## src/rtl/bcc_pkg.sv

```systemverilog
package bcc_pkg;

  // Configuration port.
  localparam int CFG_IDX_W  = 3;
  localparam int CFG_DATA_W = 32;

  localparam logic [CFG_IDX_W-1:0] REG_TRIM_ANGLE     = 3'd0;
  localparam logic [CFG_IDX_W-1:0] REG_SPEED_SETPOINT = 3'd1;
  localparam logic [CFG_IDX_W-1:0] REG_UPRIGHT_KP     = 3'd2;
  localparam logic [CFG_IDX_W-1:0] REG_UPRIGHT_KD     = 3'd3;
  localparam logic [CFG_IDX_W-1:0] REG_SPEED_KP       = 3'd4;
  localparam logic [CFG_IDX_W-1:0] REG_SPEED_KI       = 3'd5;

  localparam logic signed [16:0] TRIM_ANGLE_RST     = 17'sd256;
  localparam logic signed [16:0] SPEED_SETPOINT_RST = 17'sd0;
  localparam logic signed [31:0] UPRIGHT_KP_RST     = 32'sd27525120;
  localparam logic signed [31:0] UPRIGHT_KD_RST     = 32'sd85197;
  localparam logic signed [31:0] SPEED_KP_RST       = -32'sd31457;
  localparam logic signed [31:0] SPEED_KI_RST       = -32'sd157;

  // Shared multiplier and accumulator widths.
  localparam int MUL_A_W = 32;
  localparam int MUL_B_W = 26;
  localparam int MUL_P_W = MUL_A_W + MUL_B_W;
  localparam int ACC_W   = MUL_P_W;

  // Reciprocals for division by 10 and by 5, scaled by 2^24 and rounded down.
  localparam logic signed [MUL_A_W-1:0] RECIP10 = 32'sd1677721;
  localparam logic signed [MUL_A_W-1:0] RECIP5  = 32'sd3355443;

  localparam int INTEGRAL_LIMIT = 7200;

  typedef struct packed {
    logic signed [16:0] trim_angle;
    logic signed [16:0] speed_setpoint;
    logic signed [31:0] upright_kp;
    logic signed [31:0] upright_kd;
    logic signed [31:0] speed_kp;
    logic signed [31:0] speed_ki;
  } bcc_cfg_t;

endpackage

```

## src/rtl/bcc_cfg.sv

```systemverilog
module bcc_cfg (
  input  logic                             clk,
  input  logic                             rst,
  input  logic                             cfg_valid,
  output logic                             cfg_ready,
  input  logic [bcc_pkg::CFG_IDX_W-1:0]    cfg_index,
  input  logic [bcc_pkg::CFG_DATA_W-1:0]   cfg_data,
  output bcc_pkg::bcc_cfg_t                regs
);
  import bcc_pkg::*;

  // Every write is taken as it comes, so the port never pushes back.
  assign cfg_ready = 1'b1;

  always_ff @(posedge clk) begin
    if (rst) begin
      regs.trim_angle     <= TRIM_ANGLE_RST;
      regs.speed_setpoint <= SPEED_SETPOINT_RST;
      regs.upright_kp     <= UPRIGHT_KP_RST;
      regs.upright_kd     <= UPRIGHT_KD_RST;
      regs.speed_kp       <= SPEED_KP_RST;
      regs.speed_ki       <= SPEED_KI_RST;
    end else if (cfg_valid && cfg_ready) begin
      unique case (cfg_index)
        REG_TRIM_ANGLE:     regs.trim_angle     <= signed'(cfg_data[16:0]);
        REG_SPEED_SETPOINT: regs.speed_setpoint <= signed'(cfg_data[16:0]);
        REG_UPRIGHT_KP:     regs.upright_kp     <= signed'(cfg_data[31:0]);
        REG_UPRIGHT_KD:     regs.upright_kd     <= signed'(cfg_data[31:0]);
        REG_SPEED_KP:       regs.speed_kp       <= signed'(cfg_data[31:0]);
        REG_SPEED_KI:       regs.speed_ki       <= signed'(cfg_data[31:0]);
        default: begin
          // Indexes past the register list are dropped.
        end
      endcase
    end
  end

endmodule

```

## src/rtl/bcc_mul.sv

```systemverilog
module bcc_mul (
  input  logic                                clk,
  input  logic signed [bcc_pkg::MUL_A_W-1:0]  a,
  input  logic signed [bcc_pkg::MUL_B_W-1:0]  b,
  output logic signed [bcc_pkg::MUL_P_W-1:0]  p
);
  import bcc_pkg::*;

  // One signed product per cycle, registered at the output.
  always_ff @(posedge clk) begin
    p <= MUL_P_W'(a) * MUL_P_W'(b);
  end

endmodule

```

## src/rtl/balance_cascade_controller.sv

```systemverilog
// Channel   Direction  Handshake             Payload
// input     in         in_valid / in_stall   left_count, right_count, pitch_angle,
//                                            pitch_rate, yaw_rate
// result    out        out_valid / out_stall motor_left, motor_right, speed_out, turn_cmd
// config    in         cfg_valid / cfg_ready cfg_index (register 0..5), cfg_data
//
// A result is loaded once the last step is reached and the result register is free;
// the block returns to idle as it loads the result, and takes no new item before it
// is through with the last one. The single shared 32x26 multiplier sets the pace:
// six products run through it in turn, with correction and saturation steps between.
// Reset (rst, synchronous) restores the register defaults, clears the
// filtered error and the integral, and drops any waiting result.
// A stalled result holds in the output register; the block still takes and
// works the next item, and waits in its last step until the register frees.
module balance_cascade_controller (
  input  logic                              clk,
  input  logic                              rst,
  input  logic                              in_valid,
  output logic                              in_stall,
  input  logic signed [15:0]                left_count,
  input  logic signed [15:0]                right_count,
  input  logic signed [16:0]                pitch_angle,
  input  logic signed [15:0]                pitch_rate,
  input  logic signed [15:0]                yaw_rate,
  output logic                              out_valid,
  input  logic                              out_stall,
  output logic signed [15:0]                motor_left,
  output logic signed [15:0]                motor_right,
  output logic signed [15:0]                speed_out,
  output logic signed [15:0]                turn_cmd,
  input  logic                              cfg_valid,
  output logic                              cfg_ready,
  input  logic [bcc_pkg::CFG_IDX_W-1:0]     cfg_index,
  input  logic [bcc_pkg::CFG_DATA_W-1:0]    cfg_data
);
  import bcc_pkg::*;

  // Sequencer steps, one per cycle except while waiting in the idle or final step.
  localparam logic [3:0] ST_IDLE   = 4'd0;   // waiting for an item
  localparam logic [3:0] ST_FILT   = 4'd1;   // form 3*err + 7*previous, |3*yaw|
  localparam logic [3:0] ST_DIVMUL = 4'd2;   // multiply |numerator| by 1/10
  localparam logic [3:0] ST_DIVFIX = 4'd3;   // correct quotient, update state, |3*yaw| * 1/5
  localparam logic [3:0] ST_VKP    = 4'd4;   // speed_kp * filtered, finish turn
  localparam logic [3:0] ST_VKI    = 4'd5;   // speed_ki * integral
  localparam logic [3:0] ST_VACC   = 4'd6;   // add the two velocity terms
  localparam logic [3:0] ST_VOUT   = 4'd7;   // truncate and saturate velocity
  localparam logic [3:0] ST_DIFF   = 4'd8;   // pitch error for the upright loop
  localparam logic [3:0] ST_UKP    = 4'd9;   // upright_kp * pitch error
  localparam logic [3:0] ST_UKD    = 4'd10;  // upright_kd * pitch rate
  localparam logic [3:0] ST_UACC   = 4'd11;  // add the rate term scaled by 256
  localparam logic [3:0] ST_UOUT   = 4'd12;  // truncate and saturate upright
  localparam logic [3:0] ST_DONE   = 4'd13;  // hand over to the result register

  localparam logic signed [ACC_W-1:0] ACC_ZERO = '0;
  localparam logic signed [ACC_W-1:0] BIAS16   = ACC_W'(65535);
  localparam logic signed [ACC_W-1:0] BIAS24   = ACC_W'(16777215);
  localparam logic signed [ACC_W-1:0] SAT_HI   = ACC_W'(32767);
  localparam logic signed [ACC_W-1:0] SAT_LO   = -ACC_W'(32767);
  localparam logic signed [18:0]      INT_HI   = 19'(INTEGRAL_LIMIT);
  localparam logic signed [18:0]      INT_LO   = -19'(INTEGRAL_LIMIT);
  localparam logic signed [13:0]      INT_HI14 = 14'(INTEGRAL_LIMIT);
  localparam logic signed [13:0]      INT_LO14 = -14'(INTEGRAL_LIMIT);

  bcc_cfg_t cfg;

  logic [3:0] state;

  // Captured item.
  logic signed [15:0] l_cnt;
  logic signed [15:0] r_cnt;
  logic signed [16:0] pitch;
  logic signed [15:0] prate;
  logic signed [15:0] yrate;

  // Loop state carried from tick to tick.
  logic signed [17:0] filt;
  logic signed [13:0] integ;

  // Working registers.
  logic [20:0]              abs_n;
  logic                     n_neg;
  logic [16:0]              abs_y3;
  logic                     y_neg;
  logic signed [ACC_W-1:0]  acc;
  logic signed [15:0]       v;
  logic signed [15:0]       u;
  logic signed [15:0]       turn;
  logic signed [MUL_B_W-1:0] diff;

  // Shared multiplier.
  logic signed [MUL_A_W-1:0] mul_a;
  logic signed [MUL_B_W-1:0] mul_b;
  logic signed [MUL_P_W-1:0] prod;

  // Combinational results of the individual steps.
  logic signed [17:0]        err;
  logic signed [21:0]        num;
  logic signed [17:0]        y3;
  logic [17:0]               q10;
  logic [20:0]               r10;
  logic [17:0]               q10_fix;
  logic signed [17:0]        filt_next;
  logic signed [18:0]        isum;
  logic signed [13:0]        integ_next;
  logic [14:0]               q5;
  logic [16:0]               r5;
  logic [14:0]               q5_fix;
  logic signed [15:0]        turn_next;
  logic signed [ACC_W-1:0]   t16;
  logic signed [ACC_W-1:0]   t24;
  logic signed [15:0]        v_next;
  logic signed [15:0]        u_next;
  logic signed [MUL_B_W-1:0] diff_next;
  logic                      in_accept;
  logic                      load_out;

  bcc_cfg u_cfg (
    .clk       (clk),
    .rst       (rst),
    .cfg_valid (cfg_valid),
    .cfg_ready (cfg_ready),
    .cfg_index (cfg_index),
    .cfg_data  (cfg_data),
    .regs      (cfg)
  );

  bcc_mul u_mul (
    .clk (clk),
    .a   (mul_a),
    .b   (mul_b),
    .p   (prod)
  );

  // The block takes a new item only between items; the result register is
  // separate, so a waiting result does not hold off the next item.
  assign in_stall  = (state != ST_IDLE);
  assign in_accept = in_valid && !in_stall;
  assign load_out  = (state == ST_DONE) && (!out_valid || !out_stall);

  // Operand selection for the shared multiplier.
  always_comb begin
    unique case (state)
      ST_DIVMUL: begin
        mul_a = RECIP10;
        mul_b = signed'(MUL_B_W'(abs_n));
      end
      ST_DIVFIX: begin
        mul_a = RECIP5;
        mul_b = signed'(MUL_B_W'(abs_y3));
      end
      ST_VKP: begin
        mul_a = cfg.speed_kp;
        mul_b = MUL_B_W'(filt);
      end
      ST_VKI: begin
        mul_a = cfg.speed_ki;
        mul_b = MUL_B_W'(integ);
      end
      ST_UKP: begin
        mul_a = cfg.upright_kp;
        mul_b = diff;
      end
      ST_UKD: begin
        mul_a = cfg.upright_kd;
        mul_b = MUL_B_W'(prate);
      end
      default: begin
        mul_a = RECIP10;
        mul_b = '0;
      end
    endcase
  end

  // Velocity error and the low-pass numerator; the factors 3 and 7 are
  // shift-and-add.
  always_comb begin
    err = 18'(l_cnt) + 18'(r_cnt) - 18'(cfg.speed_setpoint);
    num = (22'(err) <<< 1) + 22'(err) + (22'(filt) <<< 3) - 22'(filt);
    y3  = (18'(yrate) <<< 1) + 18'(yrate);
  end

  // Division by 10: the reciprocal estimate is at most one low, so a single
  // compare against the remainder fixes it. The sign is put back afterwards,
  // which gives truncation toward zero.
  always_comb begin
    q10       = prod[41:24];
    r10       = abs_n - (21'({q10, 3'b000}) + 21'({q10, 1'b0}));
    q10_fix   = q10 + 18'(r10 >= 21'd10);
    filt_next = n_neg ? -signed'(q10_fix) : signed'(q10_fix);
    isum      = 19'(integ) + 19'(filt_next);
    if (isum > INT_HI) begin
      integ_next = INT_HI14;
    end else if (isum < INT_LO) begin
      integ_next = INT_LO14;
    end else begin
      integ_next = 14'(isum);
    end
  end

  // Turn term: |3*yaw| / 5 in the same way, with the sign flipped.
  always_comb begin
    q5        = prod[38:24];
    r5        = abs_y3 - (17'({q5, 2'b00}) + 17'(q5));
    q5_fix    = q5 + 15'(r5 >= 17'd5);
    turn_next = y_neg ? signed'(16'(q5_fix)) : -signed'(16'(q5_fix));
  end

  // Truncation toward zero of the accumulator, then saturation to 16 bits; also the pitch error.
  always_comb begin
    t16 = (acc + (acc[ACC_W-1] ? BIAS16 : ACC_ZERO)) >>> 16;
    t24 = (acc + (acc[ACC_W-1] ? BIAS24 : ACC_ZERO)) >>> 24;
    if (t16 > SAT_HI) begin
      v_next = 16'(SAT_HI);
    end else if (t16 < SAT_LO) begin
      v_next = 16'(SAT_LO);
    end else begin
      v_next = 16'(t16);
    end
    if (t24 > SAT_HI) begin
      u_next = 16'(SAT_HI);
    end else if (t24 < SAT_LO) begin
      u_next = 16'(SAT_LO);
    end else begin
      u_next = 16'(t24);
    end
    diff_next = MUL_B_W'(pitch)
              - ((MUL_B_W'(v) <<< 8) + MUL_B_W'(cfg.trim_angle));
  end

  // Sequencer and loop state.
  always_ff @(posedge clk) begin
    if (rst) begin
      state <= ST_IDLE;
      filt  <= '0;
      integ <= '0;
    end else begin
      unique case (state)
        ST_IDLE: begin
          if (in_accept) begin
            state <= ST_FILT;
          end
        end
        ST_FILT:   state <= ST_DIVMUL;
        ST_DIVMUL: state <= ST_DIVFIX;
        ST_DIVFIX: begin
          filt  <= filt_next;
          integ <= integ_next;
          state <= ST_VKP;
        end
        ST_VKP:    state <= ST_VKI;
        ST_VKI:    state <= ST_VACC;
        ST_VACC:   state <= ST_VOUT;
        ST_VOUT:   state <= ST_DIFF;
        ST_DIFF:   state <= ST_UKP;
        ST_UKP:    state <= ST_UKD;
        ST_UKD:    state <= ST_UACC;
        ST_UACC:   state <= ST_UOUT;
        ST_UOUT:   state <= ST_DONE;
        ST_DONE: begin
          if (load_out) begin
            state <= ST_IDLE;
          end
        end
        default:   state <= ST_IDLE;
      endcase
    end
  end

  // Datapath registers.
  always_ff @(posedge clk) begin
    if (in_accept) begin
      l_cnt <= left_count;
      r_cnt <= right_count;
      pitch <= pitch_angle;
      prate <= pitch_rate;
      yrate <= yaw_rate;
    end
    if (state == ST_FILT) begin
      n_neg  <= num[21];
      abs_n  <= num[21] ? 21'(-num) : 21'(num);
      y_neg  <= y3[17];
      abs_y3 <= y3[17] ? 17'(-y3) : 17'(y3);
    end
    if (state == ST_VKP) begin
      turn <= turn_next;
    end
    if (state == ST_VKI || state == ST_UKD) begin
      acc <= prod;
    end
    if (state == ST_VACC) begin
      acc <= acc + prod;
    end
    if (state == ST_UACC) begin
      acc <= acc + (prod <<< 8);
    end
    if (state == ST_VOUT) begin
      v <= v_next;
    end
    if (state == ST_DIFF) begin
      diff <= diff_next;
    end
    if (state == ST_UOUT) begin
      u <= u_next;
    end
  end

  // Result register.
  always_ff @(posedge clk) begin
    if (rst) begin
      out_valid <= 1'b0;
    end else begin
      if (out_valid && !out_stall) begin
        out_valid <= 1'b0;
      end
      if (load_out) begin
        out_valid <= 1'b1;
      end
    end
  end

  always_ff @(posedge clk) begin
    if (load_out) begin
      motor_left  <= u;
      motor_right <= -u;
      speed_out   <= v;
      turn_cmd    <= turn;
    end
  end

  // A result only appears out of the final step.
  a_result_from_done: assert property (@(posedge clk) disable iff (rst)
    $rose(out_valid) |-> $past(state) == ST_DONE)
    else $error("result appeared outside the final step");

  // An accepted item always starts the sequence.
  a_accept_starts: assert property (@(posedge clk) disable iff (rst)
    in_accept |=> state == ST_FILT)
    else $error("accepted item did not start the sequence");

  // The integral never leaves its clamp.
  a_integral_bound: assert property (@(posedge clk) disable iff (rst)
    integ <= INT_HI14 && integ >= INT_LO14)
    else $error("integral outside its limit");

  // The two motor drives are always opposite.
  a_motor_mirror: assert property (@(posedge clk) disable iff (rst)
    out_valid |-> motor_right == -motor_left)
    else $error("motor drives are not mirrored");

endmodule

```

## config.mk

```make
export PLATFORM = sky130hd
export DESIGN_NAME = balance_cascade_controller
export DESIGN_NICKNAME = d
export VERILOG_FILES = /design/src/rtl/bcc_pkg.sv /design/src/rtl/bcc_cfg.sv /design/src/rtl/bcc_mul.sv /design/src/rtl/balance_cascade_controller.sv
export SDC_FILE = /design/constraint.sdc
export NUM_CORES = 2
export LEC_CHECK = 0
export ABC_CLOCK_PERIOD_IN_PS = 9400
export CAP_MARGIN = 20
export CORE_MARGIN = 5
export CORE_UTILIZATION = 43
export DETAILED_ROUTE_END_ITERATION = 10
export DONT_BUFFER_PORTS = 1
export GPL_TIMING_DRIVEN = 0
export SLEW_MARGIN = 10
export SYNTH_ARGS = -nofsm -noshare
export SYNTH_HDL_FRONTEND = slang
export SYNTH_HIERARCHICAL = 1
export SYNTH_SLANG_ARGS = --single-unit
```

## constraint.sdc

```tcl
create_clock -name clk -period 9.4 [get_ports clk]
set_input_delay 0.94 -clock clk [delete_from_list [all_inputs] [get_ports clk]]
set_output_delay 0.94 -clock clk [all_outputs]
set_load 0.01 [all_outputs]
```

; Yosys cells after proc, flatten, opt, wreduce, memory -nomap -nowiden
; Index checks and enable logic that the tools add are counted.
[word_totals]
out_inout_bits = 67
n_memories = 0
inputBits = 121
mem_bits_ro = 0
latchBits = 0
ram_bits = 0
register_bits = 574
[classes]
magnitude_cmp = 8
mux = 20
addsub = 24
n_div = 0
reduce_logical = 22
n_eq_ne = 20
bitwise_logic = 0
mul = 1
n_shift = 0
[op_table]
columns = operator, count
row1 = 58-bit 2-to-1 mux, 3
row2 = 32-bit one-hot mux with 5 select lines, 1
row3 = 26-bit one-hot mux with 6 select lines, 1
row4 = 58-bit adder, 2
row5 = 58-bit by 17-bit adder with 58-bit output, 1
row6 = 58-bit by 25-bit adder with 58-bit output, 1
row7 = 32-bit by 26-bit multiplier with 58-bit output, 1
row8 = 4-bit one-hot mux with 14 select lines, 1
row9 = 16-bit 2-to-1 mux, 3
row10 = 42-bit by 16-bit greater-than comparator with 1-bit output (second input constant), 1
row11 = 42-bit by 16-bit less-than comparator with 1-bit output (second input constant), 1
row12 = 34-bit by 16-bit greater-than comparator with 1-bit output (second input constant), 1
row13 = 34-bit by 16-bit less-than comparator with 1-bit output (second input constant), 1
row14 = 14-bit 2-to-1 mux, 2
row15 = 17-bit by 25-bit subtractor with 26-bit output, 1
row16 = 24-bit by 17-bit adder with 25-bit output, 1
row17 = 4-bit == test (second input constant), 6
row18 = 24-bit 2-to-1 mux, 1
row19 = 20-bit by 21-bit adder with 22-bit output, 1
row20 = 22-bit by 18-bit subtractor with 22-bit output, 1
row21 = 21-bit by 19-bit adder with 21-bit output, 1
row22 = 21-bit by 4-bit greater-or-equal comparator with 1-bit output (second input constant), 1
row23 = 21-bit 2-to-1 mux, 1
row24 = 21-bit negation, 1
row25 = other kinds (39), 60

; Longest topological paths before layout
[depth]
word_depth = 10
depth_mapped = 38
depth_no_buf = 36

; Cells and area by module
; Netlist, hierarchy kept.
[modules_own_cells]
columns = module, seq_area_each_um2, instances, area_each_um2, cells_per_inst
row1 = balance_cascade_controller, 10229.8, 1, 32907.8, 3653
row2 = bcc_mul, 1161.1, 1, 30357.9, 3254
row3 = bcc_cfg, 3243.1, 1, 6431.2, 613

; Worst setup path before layout
; OpenSTA, ideal clock, no wires.
[synth_path]
kind = register to register
from = register state[1]
to = register u_mul/p[46] (netlist name)
path_stages_with_launch = 34
synth_period_minus_slack_ns = 8.690
arrival_ns = 8.567
path_slack_ns = 0.710
n_path_buf = 6
required_ns = 9.277
path_cell_list = dfxtp_1 > clkbuf_1 > nor3_1 > clkbuf_1 > buf_1 > a22oi_1 > nand3_1 > clkbuf_1 > nand2_1 > fa_1 > inv_1 > fa_1 > inv_1 > fa_1 > fa_1 > inv_1 > fa_1 > fa_1 > inv_1 > fa_1 > inv_1 > ha_1 > buf_4 > a21o_1 > a21o_1 > a221oi_1 > o21ai_0 > or2_0 > buf_2 > a211oi_4 > o21bai_1 > a21oi_1 > o21ai_1 > xor2_1
[synth_between]
elab_chain_len = 3
word_cells_on_any_way = 9
cone_classes = 1 x mul / 6 x eq/ne / 2 x mux
[synth_rtl]
columns = element, line
row1 = start: declaration, balance_cascade_controller.sv:66  ; logic [3:0] state;
row2 = start signal: assignment, balance_cascade_controller.sv:233  ; state <= ST_IDLE;
row3 = start signal: assignment, balance_cascade_controller.sv:240  ; state <= ST_FILT;
row4 = start signal: assignment, balance_cascade_controller.sv:243  ; ST_FILT: state <= ST_DIVMUL;
row5 = 4-bit == test (tied with other cells), balance_cascade_controller.sv:142  ; unique case (state)
row6 = 32-bit one-hot mux with 5 select lines (*), balance_cascade_controller.sv:142
row7 = net mul_a[20], balance_cascade_controller.sv:91  ; logic signed [MUL_A_W-1:0] mul_a;
row8 = 32-bit by 26-bit multiplier with 58-bit output (*), bcc_mul.sv:11  ; p <= MUL_P_W'(a) * MUL_P_W'(b);
row9 = end signal: assignment, bcc_mul.sv:11
row10 = end: declaration, bcc_mul.sv:5  ; output logic signed [bcc_pkg::MUL_P_W-1:0] p
; Mark *: on every way through the listed nets, which the timed path passes. The rest lies on a longest branch.
; A chain may end at the register's enable or synchronous reset.

; Final worst setup path
[layout_path]
from = register state[3]
to = register u_mul/p[54] (netlist name)
; Same word-level chain as after synthesis.

==> impl_metrics.tcl <==
set metrics [dict create \
    synth_flop_cell "edfxtp_1" \
    leakagePower_nw 35.0 \
    grt_usage 0.291 \
    fin_hold_ws_ns 0.352 \
    required_ns 10.02 \
    die_h_um 413 \
    cts_root_buf "clkbuf_16" \
    fin_crit_ns 9.25 \
    grt_pass1_wl_um 369000 \
    drc_errors 0 \
    netlist_area_mm2 0.0697 \
    initial_utilization 0.433 \
    area_growth_pct 9.83 \
    drt_first_iter_violations 5144 \
    synth.most_common_cell "inv_1" \
    worstSetupPathType "reg2reg" \
    finish.utilization 0.476 \
    cts_hold_buf 0 \
    post-route-period-util 0.984 \
    fin_cells 9875 \
    drt-wirelength-per-cell_um 25.3 \
    hpwl_um 204000 \
    postRouteAntennaNets 0 \
    yosys-top-cells-area "fa_1 27%, edfxtp_1 14%, ha_1 8.0%" \
    power_density_mw_per_mm2 252 \
    io_pins 188 \
    dp_cells 9696 \
    cp.arrival_ns 9.86 \
    cp_slowest_stage_delay_ns 0.55 \
    rows 147 \
    syn-num-nets 9042 \
    cts_tree "yes" \
    clk_pin_slew_ns 0.09 \
    slew_headroom 0.282 \
    synth_cell_types 118 \
    slew_violations 0 \
    netlist.top_cell.by_area "fa_1" \
    drive_above_1_share 0.0742 \
    grt_pass1_vias 56900 \
    setup_ws_ns 0.154 \
    synth-seq-area-share 0.210 \
    cp_common_cell "fa_1" \
    outcome "finished clean" \
    dr.pass1.iters 7 \
    clock_latency_ns 0.69 \
    syn_area_per_cell_um2 9.27 \
    drv_cap 0 \
    dieArea_mm2 0.170 \
    grt_start_max_net_pins 60 \
    synth_cells 7520 \
    slowest_stage "fa_1" \
    cp-end-kind "flop" \
    avgViaCountPerCell 5.72 \
    cp_max_fo 10 \
    final_nets 9176 \
    worst_slew_pin_slew_ns 1.07 \
    min_path_type "in2reg" \
    dr_total_vias 56500 \
    ff_latch_area_mm2 0.0147 \
    htreeDepth 3 \
    antenna_found_initial 20 \
    die_x_um 413 \
    synth-edff-count 316 \
    fin_skew_ns 0.0435 \
    hold_viol 0 \
    fmax_mhz 108 \
    synth_common_cells "1109 x inv_1, 956 x fa_1, 785 x nand2_1, 445 x ha_1, 374 x nor2_1" \
    multi_input_area_mm2 0.0501 \
    finalSetupViolCount 0 \
    fillers 15400 \
    fin_total_pwr_w 0.0193 \
    totalWireLength_um 250000 \
    ir_drop_mv 0.337 \
    dp_worst_setup_slack_ns -2.99 \
    core_mm2 0.161 \
    ys_ff_latch 573 \
    startpoint_type "flop" \
    cts_buffer_depth 3 \
    global_route.overflow_total 0 \
    portBuffers 0 \
    gp_congestion 1.02 \
    ys_warn_count 6 \
    synth_top_area_frac 0.275 \
    cts.sinks 573 \
    ys_async_sr_fraction 0 \
    cts_buffers 66 \
]
==> registers in the layout, indices dropped and copies added (netlist names), 17 cells and up <==
signal      flops
abs_n          21
abs_y3         17
acc            58
diff           26
filt           18
pitch          17
u_cfg/regs    162
u_mul/p        58
==> worst max-delay path: cells and delay by family (launching register included) <==
kind | cells | cell delay [ns]
adders and majority gates | 8 | 3.73
AOI/OAI and AO/OA | 9 | 2.37
buffers and inverters | 8 | 1.39
and+or+nand+nor | 5 | 1.05
DFF | 1 | 0.44
xor gates and xnor gates | 1 | 0.14
==> cell usage in the layout (no fill, tap or decap), types with 26 or more instances in the layout <==
cell,n
inv_1,1104
fa_1,952
nand2_1,783
ha_1,443
nor2_1,370
and2_1,369
a21oi_1,368
edfxtp_1,316
xnor2_1,257
dfxtp_1,246
o21ai_0,201
nand2b_1,181
mux2i_1,178
xor2_1,125
clkbuf_1,123
nand3_1,123
a21o_1,106
a22oi_1,96
nor3_1,87
clkbuf_2,82
buf_4,75
clkbuf_16,66
nand4_1,62
buf_2,54
a31oi_1,51
and3_1,49
o21a_1,48
a211oi_1,48
clkbuf_4,46
o21bai_1,39
nor2b_1,31
nor4_1,26
o211ai_1,26
==> power breakdown <==
part	leakage [nW]	switching (W)	internal, W
registers	5.00	0.000447	0.00315
clock network	1.08	0.00120	0.00156
logic	28.9	0.00797	0.00495
total	35.0	0.00962	0.00966
==> logic make-up (layout without fill, tap and decap cells) <==
family / count (synthesis) / after routing / share of synthesized area
buf+inv: 1453 / 1640 / 0.0802
other cells: 1 / 9 / 0.0000538
xor+xnor: 387 / 387 / 0.0487
simple gates: 2253 / 2253 / 0.160
compound gates: 1268 / 1268 / 0.120
fa+ha+maj: 1401 / 1401 / 0.354
mux: 184 / 184 / 0.0265
flops: 573 / 573 / 0.210
==> final cells by class <==
cell class,instances,share of cell area
Sequential cell,573,0.191
Tap cell,2160,0.0353
Timing Repair Buffer,71,0.00953
Multi-Input combinational cell,5494,0.655
Antenna cell,8,0.000262
Inverter,1114,0.0550
Clock inverter,42,0.00747
Buffer,334,0.0237
Clock buffer,79,0.0223
==> what timing repair did <==
item	CTS	global route
pin swaps	5	12
cloned	0	0
endpoints found under the setup margin	56	37
buffers inserted	5	50
gates resized for setup	276	197
endpoints found under the hold margin	0	0
==> through the flow <==
step	area, um^2	setup TNS [ns]
6_report	76500	0
5_1_grt	76500	-0.0426
4_1_cts	75700	0
3_5_place_dp	72700	-80.08
3_3_place_gp	72400	-145.32
2_1_floorplan	69700	0
==> metal layers <==
| layer | up-vias | global-route usage | routed length [um] | share of wire |
|---|---|---|---|---|
| li1 | 25100 | - | - | - |
| met1 | 28100 | 0.392 | 103000 | 0.41 |
| met2 | 2728 | 0.442 | 108000 | 0.43 |
| met3 | 597 | 0.0754 | 25800 | 0.10 |
| met4 | 14 | 0.132 | 14000 | 0.056 |
| met5 | - | 0 | 77 | 0.00031 |
==> worst paths after layout <==
path / startpoint / end / slack [ns] / cells past startpoint
max: state[3] / u_mul/p[54] / 0.15 / 31
min: pitch_angle[0] / pitch[0] / 0.35 / 0
max reg2reg: state[3] / u_mul/p[54] / 0.15 / 31
min reg2reg: turn[2] / turn_cmd[2] / 0.41 / 0
Note: power is estimated with default switching activity, not from simulation.
